**src/hdl/cfd_pkg.sv**
```systemverilog
`timescale 1ns / 1ps
package cfd_pkg;

    // coordinate width that covers the largest screen side, and a signed
    // width that holds every sum of two 16-bit fields without wrapping
    localparam int COORD_W     = 11;
    localparam int WIDE_W      = 18;
    localparam int QUEUE_DEPTH = 4;

    localparam logic [2:0] REQ_PIXEL   = 3'd0;
    localparam logic [2:0] REQ_HLINE   = 3'd1;
    localparam logic [2:0] REQ_VLINE   = 3'd2;
    localparam logic [2:0] REQ_OUTLINE = 3'd3;
    localparam logic [2:0] REQ_FILLED  = 3'd4;
    localparam logic [2:0] REQ_FILL    = 3'd5;
    localparam logic [2:0] REQ_READ    = 3'd6;

    typedef struct packed {
        logic [2:0]         req_type;
        logic signed [15:0] pos_x;
        logic signed [15:0] pos_y;
        logic signed [15:0] span_w;
        logic signed [15:0] span_h;
        logic [7:0]         pixel_color;
    } cmd_t;

    typedef struct packed {
        logic [7:0] read_data;
        logic       nothing_drawn;
    } result_t;

    typedef enum logic [1:0] {
        JOB_SKIP,
        JOB_DRAW,
        JOB_READ
    } job_op_t;

    // one clipped box, half-open in both directions
    typedef struct packed {
        job_op_t            op;
        logic [COORD_W-1:0] x0;
        logic [COORD_W-1:0] x1;
        logic [COORD_W-1:0] y0;
        logic [COORD_W-1:0] y1;
        logic [7:0]         color;
        logic               last;
        logic               any;
    } job_t;

    typedef enum logic [2:0] {
        B_CLEAR,
        B_IDLE,
        B_SETUP,
        B_FILL,
        B_RADDR,
        B_RDATA,
        B_RESP
    } back_state_t;

    typedef struct packed {
        logic               nonempty;
        logic [COORD_W-1:0] lo;
        logic [COORD_W-1:0] hi;
    } clip_t;

    // clip [lo, hi) to [0, limit)
    function automatic clip_t clip_span(input logic signed [WIDE_W-1:0] lo,
                                        input logic signed [WIDE_W-1:0] hi,
                                        input logic signed [WIDE_W-1:0] limit);
        logic signed [WIDE_W-1:0] lo_c;
        logic signed [WIDE_W-1:0] hi_c;
        clip_t                    r;
        lo_c       = (lo < $signed({WIDE_W{1'b0}})) ? '0 : lo;
        hi_c       = (hi > limit) ? limit : hi;
        r.nonempty = hi_c > lo_c;
        r.lo       = lo_c[COORD_W-1:0];
        r.hi       = hi_c[COORD_W-1:0];
        return r;
    endfunction

endpackage

```
**src/hdl/cfd_queue.sv**
```systemverilog
`timescale 1ns / 1ps
module cfd_queue
    import cfd_pkg::*;
(
    input  logic aclk,
    input  logic aresetn,
    input  logic in_valid,
    output logic in_ready,
    input  job_t in_job,
    output logic out_valid,
    input  logic out_ready,
    output job_t out_job
);

    localparam int PW = $clog2(QUEUE_DEPTH);

    job_t          entries_reg [QUEUE_DEPTH];
    logic [PW-1:0] wr_ptr_reg;
    logic [PW-1:0] rd_ptr_reg;
    logic [PW:0]   count_reg;
    logic          push;
    logic          pop;

    assign in_ready  = (count_reg != (PW+1)'(QUEUE_DEPTH));
    assign out_valid = (count_reg != '0);
    assign out_job   = entries_reg[rd_ptr_reg];
    assign push      = in_valid && in_ready;
    assign pop       = out_valid && out_ready;

    always_ff @(posedge aclk) begin
        if (!aresetn) begin
            wr_ptr_reg <= '0;
            rd_ptr_reg <= '0;
            count_reg  <= '0;
        end else begin
            if (push) begin
                wr_ptr_reg <= wr_ptr_reg + PW'(1);
            end
            if (pop) begin
                rd_ptr_reg <= rd_ptr_reg + PW'(1);
            end
            if (push && !pop) begin
                count_reg <= count_reg + (PW+1)'(1);
            end else if (pop && !push) begin
                count_reg <= count_reg - (PW+1)'(1);
            end
        end
    end

    always_ff @(posedge aclk) begin
        if (push) begin
            entries_reg[wr_ptr_reg] <= in_job;
        end
    end

endmodule

```
**config.mk**
```make
export PLATFORM = sky130hd
export DESIGN_NAME = cfd_queue
export DESIGN_NICKNAME = d
export VERILOG_FILES = /design/src/hdl/cfd_pkg.sv /design/src/hdl/cfd_queue.sv
export SDC_FILE = /design/constraint.sdc
export NUM_CORES = 1
export LEC_CHECK = 0
export CORE_ASPECT_RATIO = 1.75
export CORE_MARGIN = 8
export CORE_UTILIZATION = 54
export DETAILED_ROUTE_END_ITERATION = 8
export DONT_BUFFER_PORTS = 1
export PLACE_DENSITY_LB_ADDON = 0.12
export SYNTH_ARGS = -nofsm -noshare
export SYNTH_HDL_FRONTEND = slang
export SYNTH_SLANG_ARGS = --single-unit
```
**constraint.sdc**
```tcl
create_clock -name aclk -period 2.7 [get_ports aclk]
set_input_delay 0.135 -clock aclk [delete_from_list [all_inputs] [get_ports aclk]]
set_output_delay 0.135 -clock aclk [all_outputs]
set_load 0.005 [all_outputs]
```
## Yosys cells after proc, flatten, opt, wreduce, memory -nomap -nowiden

Memory sizes are Yosys's and may differ from the RTL's. A register that Yosys moved wholly into a read port is not among the register bits.
Cells that the tools add are included.

| storage, ports and cells | value |
|---|---|
| register bits | 7 |
| RAM bits | 224 |
| input bits | 60 |
| output and inout bits | 58 |
| logic and storage cells | 23 |
| memories | 1 |

| cells by class | value |
|---|---|
| add/subtract/negate cells | 4 |
| equal/unequal tests | 1 |
| muxes and demuxes | 6 |
| reductions and logical operators | 8 |

Memory list:

| name | depth | bits a word | read ports | clocked after Yosys merged registers in | write ports | RTL line | text |
|---|---|---|---|---|---|---|---|
| entries_reg | 4 | 56 | 1 | 1 | 1 | cfd_queue.sv:17 | `job_t entries_reg [QUEUE_DEPTH];` |

Operators with widths:

| cell | number |
|---|---|
| 3-bit two-way mux | 2 |
| 2-bit by 1-bit adder with 2-bit output (second input constant) | 2 |
| 1-bit logical AND | 4 |
| 2-bit two-way mux | 2 |
| 3-bit by 1-bit adder with 3-bit output (second input constant) | 1 |
| 3-bit != test (second input constant) | 1 |
| 3-bit nonzero test | 1 |
| 3-bit by 1-bit subtractor with 3-bit output (second input constant) | 1 |
| 1-bit zero test | 2 |
| 1-bit two-way mux | 2 |
| 2-bit nonzero test | 1 |

## Depth between registers and ports, before layout

Gate-level depths: netlist (run 1).

| logic depth | value |
|---|---|
| word-level depth | 6 |
| depth in mapped cells | 8 |
| depth with buffers taken out | 8 |

## Worst setup path after synthesis (run 1)

OpenSTA, ideal clock, no wires.

| path | value |
|---|---|
| path kind | register -> register |
| start point | reg count_reg[0] |
| end point | mem entries_reg[2][0] (netlist bit), enable pin |
| library setup time | 420 ps |
| arrival | 2170 ps |
| required time | 2280 ps |
| slack | 111 ps |
| cell stages (with the launch flop) | 4 |
| buffers on the path | 0 |
| period minus slack after synthesis | 2589 ps |
| path through | dfxtp_1 > nor2_1 > a21boi_2 > and2_1 |

| on the way | value |
|---|---|
| longest elaborated chain between the ends | 4 |

Ends and longest elaborated chain:

| what | RTL line | text |
|---|---|---|
| start, declared | cfd_queue.sv:20 | `logic [PW:0] count_reg;` |
| start signal, assigned | cfd_queue.sv:43 | `count_reg <= count_reg + (PW+1)'(1);` |
| start signal, assigned | cfd_queue.sv:45 | `count_reg <= count_reg - (PW+1)'(1);` |
| 3-bit != test | cfd_queue.sv:24 | `assign in_ready = (count_reg != (PW+1)'(QUEUE_DEPTH));` |
| 1-bit logical AND | cfd_queue.sv:27 | `assign push = in_valid && in_ready;` |
| net push | cfd_queue.sv:21 | `logic push;` |
| 1-bit two-way mux | cfd_queue.sv:51 | `if (push) begin` |
| 1-bit two-way mux (not written as such) | cfd_queue.sv:52 | `entries_reg[wr_ptr_reg] <= in_job;` |
| end, declared | cfd_queue.sv:17 |  |

The timed path passes the listed nets, and every way through them passes these cells.

## Worst setup path after layout (run 1)

| path | value |
|---|---|
| start point | reg count_reg[0] |
| end point | reg count_reg[2] |

| on the way | value |
|---|---|
| longest elaborated chain between the ends | 5 |
| elaborated cells between the ends (all ways) | 13 |
| classes of those cells | add/sub (2); eq/ne (1); mux (2); reduce/logical (8) |

Ends and longest elaborated chain:

| what | RTL line | text |
|---|---|---|
| 3-bit != test * | cfd_queue.sv:24 |  |
| 1-bit logical AND * | cfd_queue.sv:27 |  |
| net push | cfd_queue.sv:21 |  |
| 1-bit zero test | cfd_queue.sv:44 | `end else if (pop && !push) begin` |
| 1-bit logical AND | cfd_queue.sv:44 |  |
| 2-bit nonzero test (no line) | n/a |  |

Mark *: on every way through the listed nets, which the timed path passes. The rest lies on a longest branch. The select of a mux whose other input is x is not followed.
A chain may end at the register's enable or synchronous reset.

==> results of run 1 <==
layout by cell type, fill, tap and decap left out, drive strengths merged, types with 3 or more instances in the layout:
cell / netlist / routed
edfxtp: 224 / 224
dlygate4sd3: 0 / 59
mux4: 56 / 56
clkbuf: 2 / 27
buf: 11 / 12
dfxtp: 9 / 9
and2: 8 / 8
clkinv: 0 / 8
nand2: 5 / 5
ha: 5 / 5
inv: 3 / 3
xnor2: 3 / 3
mux2i: 3 / 3
cell type report:
class	instances	area, sq um
clock buffer	27	548
clock inverter	9	65.1
fill	1060	5690
inverter	3	11.3
multi-input combinational	91	1550
sequential	233	6910
tap	189	236
timing repair buffer	71	706
worst max path at each step:
stage                      start           endpoint  slack, ps  cells after the start
CTS                 count_reg[0]       count_reg[2]        280                      8
detailed placement  count_reg[0]       count_reg[2]        330                      8
global placement    count_reg[0]       count_reg[2]        560                      8
finish              count_reg[0]       count_reg[2]        300                      8
floorplan           count_reg[0]  entries_reg[2][0]        110                      3
global route        count_reg[0]       count_reg[2]        170                      8
where the power goes:
group	internal, uW	leakage (uW)	total [uW]	switching [uW]
Combinational	859	0.000747	1690	835
Sequential	4390	0.00213	4600	206
Clock	1520	0.000302	2690	1170
routing by layer:
metal	global-route usage, %	part of all wire [%]
met5	0	0
met3	3.14	5.4
met1	16.2	37
met2	27.4	56
met4	4.02	1.6
worst register-to-register path: cells and delay by family (launching register included):
kind / cells / cell delay, ps
adder cells (fa/ha/maj): 2 / 640
XOR/XNOR: 1 / 190
buffers and inverters: 1 / 60
AND/OR/NAND/NOR: 2 / 420
AO/OA/AOI/OAI: 2 / 530
flip-flops: 1 / 470
cell families after synthesis:
logic type / Yosys count / share of synthesized area (%)
xor+xnor: 4 / 0.408
mux: 59 / 15.0
buf+inv: 16 / 1.66
flops: 233 / 80.4
simple gates: 17 / 1.06
fa+ha+maj: 6 / 0.961
compound gates: 5 / 0.524
per-stage QoR:
| stage | util [%] | hold WS [ps] | std cells | total power [uW] |
|---|---|---|---|---|
| final | 63.8 | 358 | 623 | 8980 |
| after CTS | 63.8 | 339 | 623 | 9140 |
| after global placement | 56.1 | 234 | 528 | 6310 |
| after floorplan | - | 234 | 340 | 5980 |
| after global routing | 63.8 | 348 | 623 | 9380 |
| after detailed placement | 56.1 | 234 | 528 | 6350 |
==> impl_metrics.prom, run 1 <==
# TYPE chip_impl_metric gauge
chip_impl_metric{name="ys_async_sr_fraction",unit="%"} 0
chip_impl_metric{name="die_h",unit="um"} 183
chip_impl_metric{name="fin_area",unit="sq um"} 10000
chip_impl_metric{name="grt_max_degree",unit=""} 37
chip_impl_metric{name="final.setup.worst_slack",unit="ps"} 297
chip_impl_metric{name="max-vdd-ir-drop",unit="mV"} 0.745
chip_impl_metric{name="post-cts-setup-buffer-count",unit=""} 0
chip_impl_metric{name="cts_made_buffers",unit=""} 20
chip_impl_metric{name="die_footprint",unit="sq um"} 20400
chip_impl_metric{name="gates_resized_cts_repair",unit=""} 0
chip_impl_info{name="cts_tree",value="yes"} 1
chip_impl_metric{name="setup-tns-final",unit="ps"} 0
chip_impl_metric{name="finalSetupViolations",unit=""} 0
chip_impl_metric{name="critical_path.max_fanout",unit=""} 7
chip_impl_metric{name="clock.fmax",unit="MHz"} 416
chip_impl_metric{name="dieWidth",unit="um"} 111
chip_impl_info{name="regToRegStartpoint",value="count_reg[0]"} 1
chip_impl_info{name="timing.hold.worst.class",value="in -> reg"} 1
chip_impl_metric{name="dr.pass1.iters",unit=""} 4
chip_impl_metric{name="viasPerCell",unit=""} 5.83
chip_impl_info{name="post_synth_main_area_contributors",value="sky130_fd_sc_hd__edfxtp_1 78%, sky130_fd_sc_hd__mux4_2 15%, sky130_fd_sc_hd__dfxtp_1 2.1%, sky130_fd_sc_hd__buf_12 0.93%, sky130_fd_sc_hd__ha_1 0.73%"} 1
chip_impl_metric{name="track_usage",unit="%"} 14.6
chip_impl_metric{name="n_antenna_cell",unit=""} 0
chip_impl_metric{name="overflow",unit=""} 0
chip_impl_metric{name="arrival",unit="ps"} 2800
chip_impl_metric{name="placement.setup.worst_slack",unit="ps"} 328
chip_impl_metric{name="largest_reg_flops",unit=""} 224
chip_impl_metric{name="antenna_left",unit=""} 0
chip_impl_metric{name="detail_route.iter0.violations",unit=""} 212
chip_impl_info{name="critical_path.cell_chain",value="nor2_1 > a21boi_2 > ha_1 > inv_1 > fa_1 > xor2_1 > or3_1 > a21boi_0"} 1
chip_impl_metric{name="worstMarginPinSlew",unit="ps"} 590
chip_impl_metric{name="skew",unit="ps"} 8.97
chip_impl_info{name="critical_path.endpoint_type",value="flip-flop"} 1
chip_impl_metric{name="cp_num_buf_inv",unit=""} 1
chip_impl_metric{name="p_leak",unit="uW"} 0.00318
chip_impl_info{name="worstReg2RegEnd",value="count_reg[2]"} 1
chip_impl_metric{name="route.detailed.wl_per_inst",unit="um"} 24.3
chip_impl_metric{name="row_count",unit=""} 61
chip_impl_metric{name="worst_path_largest_cell_delay",unit="ps"} 470
chip_impl_metric{name="synthesized_area_per_cell",unit="sq um"} 25.3
chip_impl_metric{name="ys_seq_area_share",unit="%"} 80.4
chip_impl_metric{name="layout-drive-gt1-share",unit="%"} 23.5
chip_impl_metric{name="holdBufCountCts",unit=""} 59
chip_impl_metric{name="layout-area-overhead-vs-synth",unit="%"} 16.7
chip_impl_info{name="timing.critical_path.max_delay_family",value="adder cells"} 1
chip_impl_metric{name="floorplan.core_area",unit="sq um"} 15700
chip_impl_metric{name="synthDominantCellAreaShare",unit="%"} 78.3
chip_impl_metric{name="drt_drc_violations_left",unit=""} 0
chip_impl_info{name="timing.critical_path.from_type",value="flip-flop"} 1
chip_impl_metric{name="hold_viol",unit=""} 0
chip_impl_info{name="criticalPathCategory",value="reg -> reg"} 1
chip_impl_info{name="dominantRegCellSynth",value="sky130_fd_sc_hd__edfxtp_1"} 1
chip_impl_metric{name="clkSinkCount",unit=""} 233
chip_impl_metric{name="drt-total-wl",unit="um"} 15100
chip_impl_metric{name="postPlaceCellArea",unit="sq um"} 8820
chip_impl_metric{name="synth-edff-count",unit=""} 224
chip_impl_metric{name="timing.max_slew.rel_slack",unit="%"} 60.7
chip_impl_metric{name="start_util",unit="%"} 54.7
chip_impl_info{name="cpMaxStageDelayCell",value="sky130_fd_sc_hd__dfxtp_1"} 1
chip_impl_metric{name="whs_path_depth",unit=""} 1
chip_impl_info{name="netlist.top_cell.by_area",value="sky130_fd_sc_hd__edfxtp_1"} 1
chip_impl_metric{name="max-clock-path-buffers",unit=""} 3
chip_impl_metric{name="number_of_global_route_vias_before_repair",unit=""} 3978
chip_impl_metric{name="number_of_antenna_violations_at_the_first_check_in_global_routing",unit=""} 0
chip_impl_metric{name="cts-htree-levels",unit=""} 1
chip_impl_metric{name="final_net_count",unit=""} 486
chip_impl_metric{name="synthCells",unit=""} 340
chip_impl_info{name="post-synth-top-count-cell",value="sky130_fd_sc_hd__edfxtp_1"} 1
chip_impl_metric{name="post-route-period-util",unit="%"} 89.0
chip_impl_metric{name="vias",unit=""} 3633
chip_impl_info{name="rsz0062_at_grt",value="no"} 1
chip_impl_metric{name="finalWeightedCongestion",unit=""} 0.715
chip_impl_metric{name="ff2ff_setup_slack",unit="ps"} 300
chip_impl_metric{name="powerDensity",unit="nW/um^2"} 895
chip_impl_metric{name="finalWorstPathRequiredPeriod",unit="ps"} 2400
chip_impl_metric{name="clk_pin_slew",unit="ps"} 70
chip_impl_metric{name="ys_ff_latch",unit=""} 233
chip_impl_metric{name="synth_area",unit="sq um"} 8590
chip_impl_info{name="clk_root_buffer_cell",value="sky130_fd_sc_hd__clkbuf_16"} 1
chip_impl_metric{name="timing.critical_path.required",unit="ps"} 3100
chip_impl_metric{name="placement.io_buffers",unit=""} 0
chip_impl_metric{name="cap_violations",unit=""} 0
chip_impl_info{name="synth.top_cells.by_count",value="224 x sky130_fd_sc_hd__edfxtp_1, 56 x sky130_fd_sc_hd__mux4_2, 9 x sky130_fd_sc_hd__dfxtp_1, 8 x sky130_fd_sc_hd__and2_1"} 1
chip_impl_info{name="status",value="complete, no violations"} 1
chip_impl_metric{name="synth_cell_type_count",unit=""} 24
chip_impl_metric{name="yosys_warnings",unit=""} 0
chip_impl_info{name="worstHoldEndpoint",value="entries_reg[0][9]"} 1
chip_impl_metric{name="worst_skew_pair.late_latency",unit="ps"} 480
chip_impl_metric{name="io_pins",unit=""} 118
chip_impl_metric{name="report.final.slew_viol_count",unit=""} 0
chip_impl_metric{name="grt_first_pass_wirelength",unit="um"} 23100
chip_impl_metric{name="r2r_cells",unit=""} 8
chip_impl_metric{name="detailed_place_hpwl",unit="um"} 9430
chip_impl_info{name="min-delay-start",value="in_job[9]"} 1
chip_impl_metric{name="synthesis.nets",unit=""} 406
Note: power is estimated with default switching activity, not from simulation.
==> run 2: changes to the inputs <==
--- a/config.mk
+++ b/config.mk
@@ -11,6 +11,7 @@
 export DETAILED_ROUTE_END_ITERATION = 8
 export DONT_BUFFER_PORTS = 1
 export PLACE_DENSITY_LB_ADDON = 0.12
+export RECOVER_POWER = 100
 export SYNTH_ARGS = -nofsm -noshare
 export SYNTH_HDL_FRONTEND = slang
 export SYNTH_SLANG_ARGS = --single-unit
==> constraint.sdc (replaced) <==
create_clock -name aclk -period 2.7 [get_ports aclk]
set_input_delay 0.405 -clock aclk [delete_from_list [all_inputs] [get_ports aclk]]
set_output_delay 0.405 -clock aclk [all_outputs]
set_load 0.005 [all_outputs]
==> run 2 against run 1 <==
Total power is 2.3% higher. Clock-buffer cell count is 2 lower. Largest cell class unchanged. Critical path depth fell by 6. Worst hold slack lost 330 ps. Critical path type is now reg -> out. Clock power increased by 7%. Highest routed layer unchanged. Final area rose by 0.92%.
==> impl_metrics.prom, run 2 (synthesis gave the netlist of run 1 again) <==
# TYPE chip_impl_metric gauge
chip_impl_metric{name="final.setup.worst_slack",unit="ps"} 279
chip_impl_metric{name="arrival",unit="ps"} 2020
chip_impl_info{name="layout_common_cells",value="224 x sky130_fd_sc_hd__edfxtp_1, 56 x sky130_fd_sc_hd__mux4_2, 56 x sky130_fd_sc_hd__dlygate4sd3_1, 23 x sky130_fd_sc_hd__clkbuf_16"} 1
chip_impl_metric{name="dieWidth",unit="um"} 111
chip_impl_metric{name="hold_viol",unit=""} 0
chip_impl_info{name="critical_path.cell_chain",value="buf_6 > mux4_2"} 1
chip_impl_info{name="rsz0062_at_grt",value="no"} 1
chip_impl_metric{name="row_count",unit=""} 61
chip_impl_metric{name="route.detailed.wl_per_inst",unit="um"} 24.7
chip_impl_metric{name="finalSetupViolations",unit=""} 0
chip_impl_metric{name="post-route-period-util",unit="%"} 89.7
chip_impl_info{name="criticalPathCategory",value="reg -> out"} 1
chip_impl_info{name="regToRegStartpoint",value="count_reg[0]"} 1
chip_impl_metric{name="powerDensity",unit="nW/um^2"} 908
chip_impl_metric{name="drt_drc_violations_left",unit=""} 0
chip_impl_metric{name="antenna_left",unit=""} 0
chip_impl_info{name="min-delay-start",value="aresetn"} 1
chip_impl_metric{name="detail_route.iter0.violations",unit=""} 204
chip_impl_metric{name="critical_path.max_fanout",unit=""} 20
chip_impl_metric{name="worst_skew_pair.late_latency",unit="ps"} 500
chip_impl_metric{name="layout-drive-gt1-share",unit="%"} 23.6
chip_impl_metric{name="largest_reg_flops",unit=""} 224
chip_impl_metric{name="report.final.slew_viol_count",unit=""} 0
chip_impl_metric{name="io_pins",unit=""} 118
chip_impl_info{name="status",value="complete, no violations"} 1
chip_impl_metric{name="timing.max_slew.rel_slack",unit="%"} 32.5
chip_impl_metric{name="finalWorstPathRequiredPeriod",unit="ps"} 2420
chip_impl_metric{name="intPower",unit="uW"} 6910
chip_impl_metric{name="fin_area",unit="sq um"} 10100
chip_impl_info{name="clk_root_buffer_cell",value="sky130_fd_sc_hd__clkbuf_16"} 1
chip_impl_metric{name="placement.io_buffers",unit=""} 0
chip_impl_metric{name="skew",unit="ps"} 13.7
chip_impl_metric{name="worst_path_largest_cell_delay",unit="ps"} 600
chip_impl_metric{name="worstMarginPinSlew",unit="ps"} 1010
chip_impl_info{name="timing.critical_path.from_type",value="flip-flop"} 1
chip_impl_metric{name="placement.setup.worst_slack",unit="ps"} 353
chip_impl_metric{name="layout-area-overhead-vs-synth",unit="%"} 17.8
chip_impl_metric{name="switching_power",unit="uW"} 2270
chip_impl_metric{name="vias",unit=""} 3643
chip_impl_metric{name="dr.pass1.iters",unit=""} 4
chip_impl_metric{name="timing.critical_path.required",unit="ps"} 2300
chip_impl_info{name="cpMaxStageDelayCell",value="sky130_fd_sc_hd__mux4_2"} 1
chip_impl_metric{name="cap_violations",unit=""} 0
chip_impl_info{name="layout_commonest_cell",value="sky130_fd_sc_hd__edfxtp_1"} 1
chip_impl_metric{name="post-cts-setup-buffer-count",unit=""} 0
chip_impl_metric{name="fraction_of_power_consumed_by_sequential_logic",unit="%"} 49.8
chip_impl_metric{name="clock.fmax",unit="MHz"} 413
chip_impl_metric{name="numPlacedInstances",unit=""} 527
chip_impl_metric{name="max-vdd-ir-drop",unit="mV"} 0.642
chip_impl_metric{name="track_usage",unit="%"} 14.9
chip_impl_metric{name="cts-htree-levels",unit=""} 1
chip_impl_metric{name="power.clock.fraction",unit="%"} 31.3
chip_impl_metric{name="fillCellCount",unit=""} 1062
chip_impl_metric{name="finalWeightedCongestion",unit=""} 0.678
chip_impl_metric{name="detailed_place_hpwl",unit="um"} 9370
chip_impl_metric{name="comb_power_share",unit="%"} 18.9
chip_impl_metric{name="fin_cells",unit=""} 624
chip_impl_metric{name="postPlaceCellArea",unit="sq um"} 8900
chip_impl_metric{name="die_h",unit="um"} 183
chip_impl_metric{name="start_util",unit="%"} 54.7
chip_impl_metric{name="final_net_count",unit=""} 484
chip_impl_metric{name="clk_pin_slew",unit="ps"} 60
chip_impl_metric{name="overflow",unit=""} 0
chip_impl_metric{name="die_footprint",unit="sq um"} 20400
chip_impl_info{name="timing.hold.worst.class",value="in -> reg"} 1
chip_impl_metric{name="p_leak",unit="uW"} 0.00320
chip_impl_metric{name="floorplan.core_area",unit="sq um"} 15700
chip_impl_metric{name="setup-tns-final",unit="ps"} 0
chip_impl_metric{name="grt_max_degree",unit=""} 47
chip_impl_metric{name="grt_first_pass_wirelength",unit="um"} 23400
chip_impl_metric{name="holdBufCountCts",unit=""} 56
chip_impl_metric{name="p_sw_share",unit="%"} 24.7
chip_impl_metric{name="whs",unit="ps"} 28.5
chip_impl_metric{name="clkSinkCount",unit=""} 233
chip_impl_metric{name="viasPerCell",unit=""} 5.84
chip_impl_info{name="critical_path.endpoint_type",value="primary output"} 1
chip_impl_metric{name="cts_made_buffers",unit=""} 22
chip_impl_metric{name="number_of_global_route_vias_before_repair",unit=""} 4039
chip_impl_metric{name="max-clock-path-buffers",unit=""} 3
chip_impl_metric{name="number_of_antenna_violations_at_the_first_check_in_global_routing",unit=""} 1
chip_impl_metric{name="drt-total-wl",unit="um"} 15400
chip_impl_metric{name="ff2ff_setup_slack",unit="ps"} 330
chip_impl_metric{name="gates_resized_cts_repair",unit=""} 0
chip_impl_info{name="cts_tree",value="yes"} 1
-- run 2: cell count changes in the layout (fill, tap and decap cells not counted), sizes merged --
cell,change
dlygate4sd3,-3
clkinv,+4
diode,+2
buf,-3
clkinvlp,+1
-- run 2: path summary, 6_finish.rpt --
path,to,cells after the start
max reg2reg,entries_reg[1][42],4
max,out_job[44],2
min reg2reg,wr_ptr_reg[1],2
min,rd_ptr_reg[0],1
-- run 2: final cells by class --
type	count	area (sq um)	share of cell area, %
clock buffers	25	583	5.76
inverters	3	11.3	0.111
well taps	189	236	2.34
clock inverters	14	91.3	0.902
multi-input cells	91	1540	15.2
flip-flops and latches	233	6910	68.3
repair buffers	67	742	7.33
diodes	2	5.00	0.0494
-- run 2: layer usage --
metal / track usage [%] / vias to the layer above / share of wire [%]
met3: 3.43 / 33 / 5.6
met5: 0 / - / 0
met4: 5.36 / 0 / 2.4
li1: - / 1597 / -
met2: 27.3 / 98 / 54
met1: 16.5 / 1915 / 38
-- run 2: metrics by stage --
step | power [uW] | utilization [%]
3_3_place_gp | 6360 | 56.6
6_report | 9190 | 64.4
4_1_cts | 9380 | 64.5
5_1_grt | 9600 | 64.4
3_5_place_dp | 6390 | 56.6
2_1_floorplan | 5980 | -
-- run 2: power groups by stage --
stage	Combinational, uW	Sequential (uW)	Clock, uW
final	1740	4570	2880
after global placement	1710	4640	0
after floorplan	1420	4560	0
after detailed placement	1720	4670	0
after CTS	1830	4590	2960
after global routing	1880	4620	3100
-- run 2: worst max-delay path: cells and delay by family (launching register included) --
| kind | cells | cell delay [ps] |
|---|---|---|
| buf+inv | 1 | 330 |
| flops | 1 | 560 |
| mux | 1 | 600 |
==> run 3: changes to the inputs <==
--- a/config.mk
+++ b/config.mk
@@ -7,7 +7,7 @@
 export LEC_CHECK = 0
 export CORE_ASPECT_RATIO = 1.75
 export CORE_MARGIN = 8
-export CORE_UTILIZATION = 54
+export CORE_UTILIZATION = 35
 export DETAILED_ROUTE_END_ITERATION = 8
 export DONT_BUFFER_PORTS = 1
 export PLACE_DENSITY_LB_ADDON = 0.12
==> constraint.sdc (replaced) <==
create_clock -name aclk -period 2.41 [get_ports aclk]
set_input_delay 0.3615 -clock aclk [delete_from_list [all_inputs] [get_ports aclk]]
set_output_delay 0.3615 -clock aclk [all_outputs]
set_load 0.005 [all_outputs]
==> run 3 against run 2 <==
Die area up 47%. Core utilization is 22 points lower. First-iteration DRC count fell by 38%. Total power rose by 13%. Clock-buffer cell count is 1 higher. Final cell count increased by 20%. Non-clock buffer count increased by 2. Register-to-register slack got worse by 70 ps. Sequential cell count did not move. Global-route usage fell by 3.2 points. Wire length is 12% higher. Critical path type unchanged. Largest power group unchanged. Highest routed layer unchanged.
==> impl_metrics.prom, run 3 (synthesis gave the netlist of run 1 again) <==
# TYPE chip_impl_metric gauge
chip_impl_metric{name="worst_skew_pair.late_latency",unit="ps"} 510
chip_impl_metric{name="largest_reg_flops",unit=""} 224
chip_impl_metric{name="whs",unit="ps"} 222
chip_impl_metric{name="vias",unit=""} 3627
chip_impl_metric{name="io_pins",unit=""} 118
chip_impl_metric{name="detailed_place_hpwl",unit="um"} 10800
chip_impl_metric{name="post-cts-setup-buffer-count",unit=""} 0
chip_impl_metric{name="whs_path_depth",unit=""} 3
chip_impl_metric{name="p_leak",unit="uW"} 0.00321
chip_impl_metric{name="die_footprint",unit="sq um"} 30000
chip_impl_metric{name="post-route-period-util",unit="%"} 92.7
chip_impl_metric{name="worstMarginPinSlew",unit="ps"} 430
chip_impl_metric{name="timing.critical_path.required",unit="ps"} 2050
chip_impl_metric{name="floorplan.core_area",unit="sq um"} 24300
chip_impl_metric{name="cap_violations",unit=""} 0
chip_impl_info{name="criticalPathCategory",value="reg -> out"} 1
chip_impl_metric{name="holdBufCountCts",unit=""} 57
chip_impl_metric{name="layout-area-overhead-vs-synth",unit="%"} 20.1
chip_impl_metric{name="placement.io_buffers",unit=""} 0
chip_impl_metric{name="arrival",unit="ps"} 1870
chip_impl_metric{name="ff2ff_setup_slack",unit="ps"} 260
chip_impl_info{name="cts_tree",value="yes"} 1
chip_impl_metric{name="drt-total-wl",unit="um"} 17200
chip_impl_info{name="layout_commonest_cell",value="sky130_fd_sc_hd__edfxtp_1"} 1
chip_impl_info{name="status",value="complete, no violations"} 1
chip_impl_metric{name="clkSinkCount",unit=""} 233
chip_impl_metric{name="finalWeightedCongestion",unit=""} 0.677
chip_impl_metric{name="report.final.slew_viol_count",unit=""} 0
chip_impl_metric{name="start_util",unit="%"} 35.3
chip_impl_metric{name="clk_pin_slew",unit="ps"} 60
chip_impl_info{name="timing.critical_path.from_type",value="flip-flop"} 1
chip_impl_metric{name="die_h",unit="um"} 223
chip_impl_info{name="worstReg2RegEnd",value="count_reg[2]"} 1
chip_impl_metric{name="final.setup.worst_slack",unit="ps"} 175
chip_impl_metric{name="timing.max_slew.rel_slack",unit="%"} 70.9
chip_impl_info{name="regToRegStartpoint",value="count_reg[1]"} 1
chip_impl_metric{name="placement.setup.worst_slack",unit="ps"} 235
chip_impl_metric{name="antenna_left",unit=""} 0
chip_impl_metric{name="grt_max_degree",unit=""} 57
chip_impl_metric{name="r2r_cells",unit=""} 7
chip_impl_metric{name="track_usage",unit="%"} 11.7
chip_impl_metric{name="finalSetupViolations",unit=""} 0
chip_impl_metric{name="max-vdd-ir-drop",unit="mV"} 1.11
chip_impl_metric{name="number_of_antenna_violations_at_the_first_check_in_global_routing",unit=""} 1
chip_impl_metric{name="critical_path.max_fanout",unit=""} 20
chip_impl_metric{name="setup-tns-final",unit="ps"} 0
chip_impl_metric{name="grt_first_pass_wirelength",unit="um"} 26500
chip_impl_metric{name="overflow",unit=""} 0
chip_impl_info{name="critical_path.endpoint_type",value="primary output"} 1
chip_impl_metric{name="route.detailed.wl_per_inst",unit="um"} 23.0
chip_impl_metric{name="powerDensity",unit="nW/um^2"} 1000
chip_impl_metric{name="dieWidth",unit="um"} 134
chip_impl_info{name="layout_common_cells",value="224 x sky130_fd_sc_hd__edfxtp_1, 57 x sky130_fd_sc_hd__dlygate4sd3_1, 56 x sky130_fd_sc_hd__mux4_2, 23 x sky130_fd_sc_hd__clkbuf_16, 9 x sky130_fd_sc_hd__buf_12"} 1
chip_impl_metric{name="detail_route.iter0.violations",unit=""} 126
chip_impl_metric{name="max-clock-path-buffers",unit=""} 3
chip_impl_metric{name="layout-drive-gt1-share",unit="%"} 23.9
chip_impl_metric{name="cts_made_buffers",unit=""} 22
chip_impl_metric{name="cts-htree-levels",unit=""} 1
chip_impl_metric{name="clock.fmax",unit="MHz"} 447
chip_impl_metric{name="dr.pass1.iters",unit=""} 4
chip_impl_metric{name="gates_resized_cts_repair",unit=""} 0
chip_impl_info{name="timing.hold.worst.class",value="in -> reg"} 1
chip_impl_metric{name="hold_viol",unit=""} 0
chip_impl_metric{name="viasPerCell",unit=""} 4.85
chip_impl_metric{name="row_count",unit=""} 76
chip_impl_metric{name="drt_drc_violations_left",unit=""} 0
chip_impl_metric{name="number_of_global_route_vias_before_repair",unit=""} 4233
chip_impl_metric{name="finalWorstPathRequiredPeriod",unit="ps"} 2240
chip_impl_metric{name="skew",unit="ps"} 21.7
chip_impl_info{name="min-delay-start",value="out_ready"} 1
chip_impl_info{name="clk_root_buffer_cell",value="sky130_fd_sc_hd__clkbuf_16"} 1
chip_impl_metric{name="final_net_count",unit=""} 486
chip_impl_info{name="rsz0062_at_grt",value="no"} 1
## run 3: worst max path at each step
| stage | depth (start not counted) | startpoint | slack (ps) | end |
|---|---|---|---|---|
| floorplan | 8 | count_reg[0] | 330 | count_reg[2] |
| global placement | 8 | count_reg[0] | 400 | count_reg[2] |
| detailed placement | 7 | count_reg[1] | 230 | count_reg[2] |
| CTS | 2 | flip-flop | 180 | out_job[51] |
| global route | 2 | flip-flop | 50 | out_job[42] |
| finish | 2 | flip-flop | 170 | out_job[42] |
## run 3: worst max-delay path, stage by stage, from the launching register on
cell	delay, ps
sky130_fd_sc_hd__dfxtp_4	350
sky130_fd_sc_hd__buf_4	380
sky130_fd_sc_hd__mux4_2	620
## run 3: power by group
part           internal [uW]  total (uW)  switching, uW
Combinational            999        2090           1090
Sequential              4920        5050            128
Clock                   1840        3230           1380
Total                   7760       10400           2600
## run 3: layout make-up
cell class                 instances  area [sq um]
antenna                            1          2.50
sequential                       233          6910
fill                            2168         14000
inverter                           3          11.3
tap                              312           390
clock buffer                      26           587
timing repair buffer              69           773
clock inverter                    13          90.1
multi-input combinational         91          1560
## run 3: per-stage QoR
step	std cells	cell area (sq um)	power [uW]	util (%)
after floorplan	340	8600	6690	-
after global placement	651	9100	7240	37.4
after detailed placement	651	9100	7290	37.4
after CTS	747	10300	10700	42.5
after global routing	747	10300	10900	42.4
final	748	10300	10400	42.4
## run 3: layer usage
metal / GRT usage (%) / routed length (um) / vias up
li1: - / - / 1605
met1: 12.2 / 6140 / 1912
met2: 21.7 / 9700 / 91
met3: 3.11 / 1000 / 19
met4: 4.40 / 356 / 0
met5: 0 / 0 / -
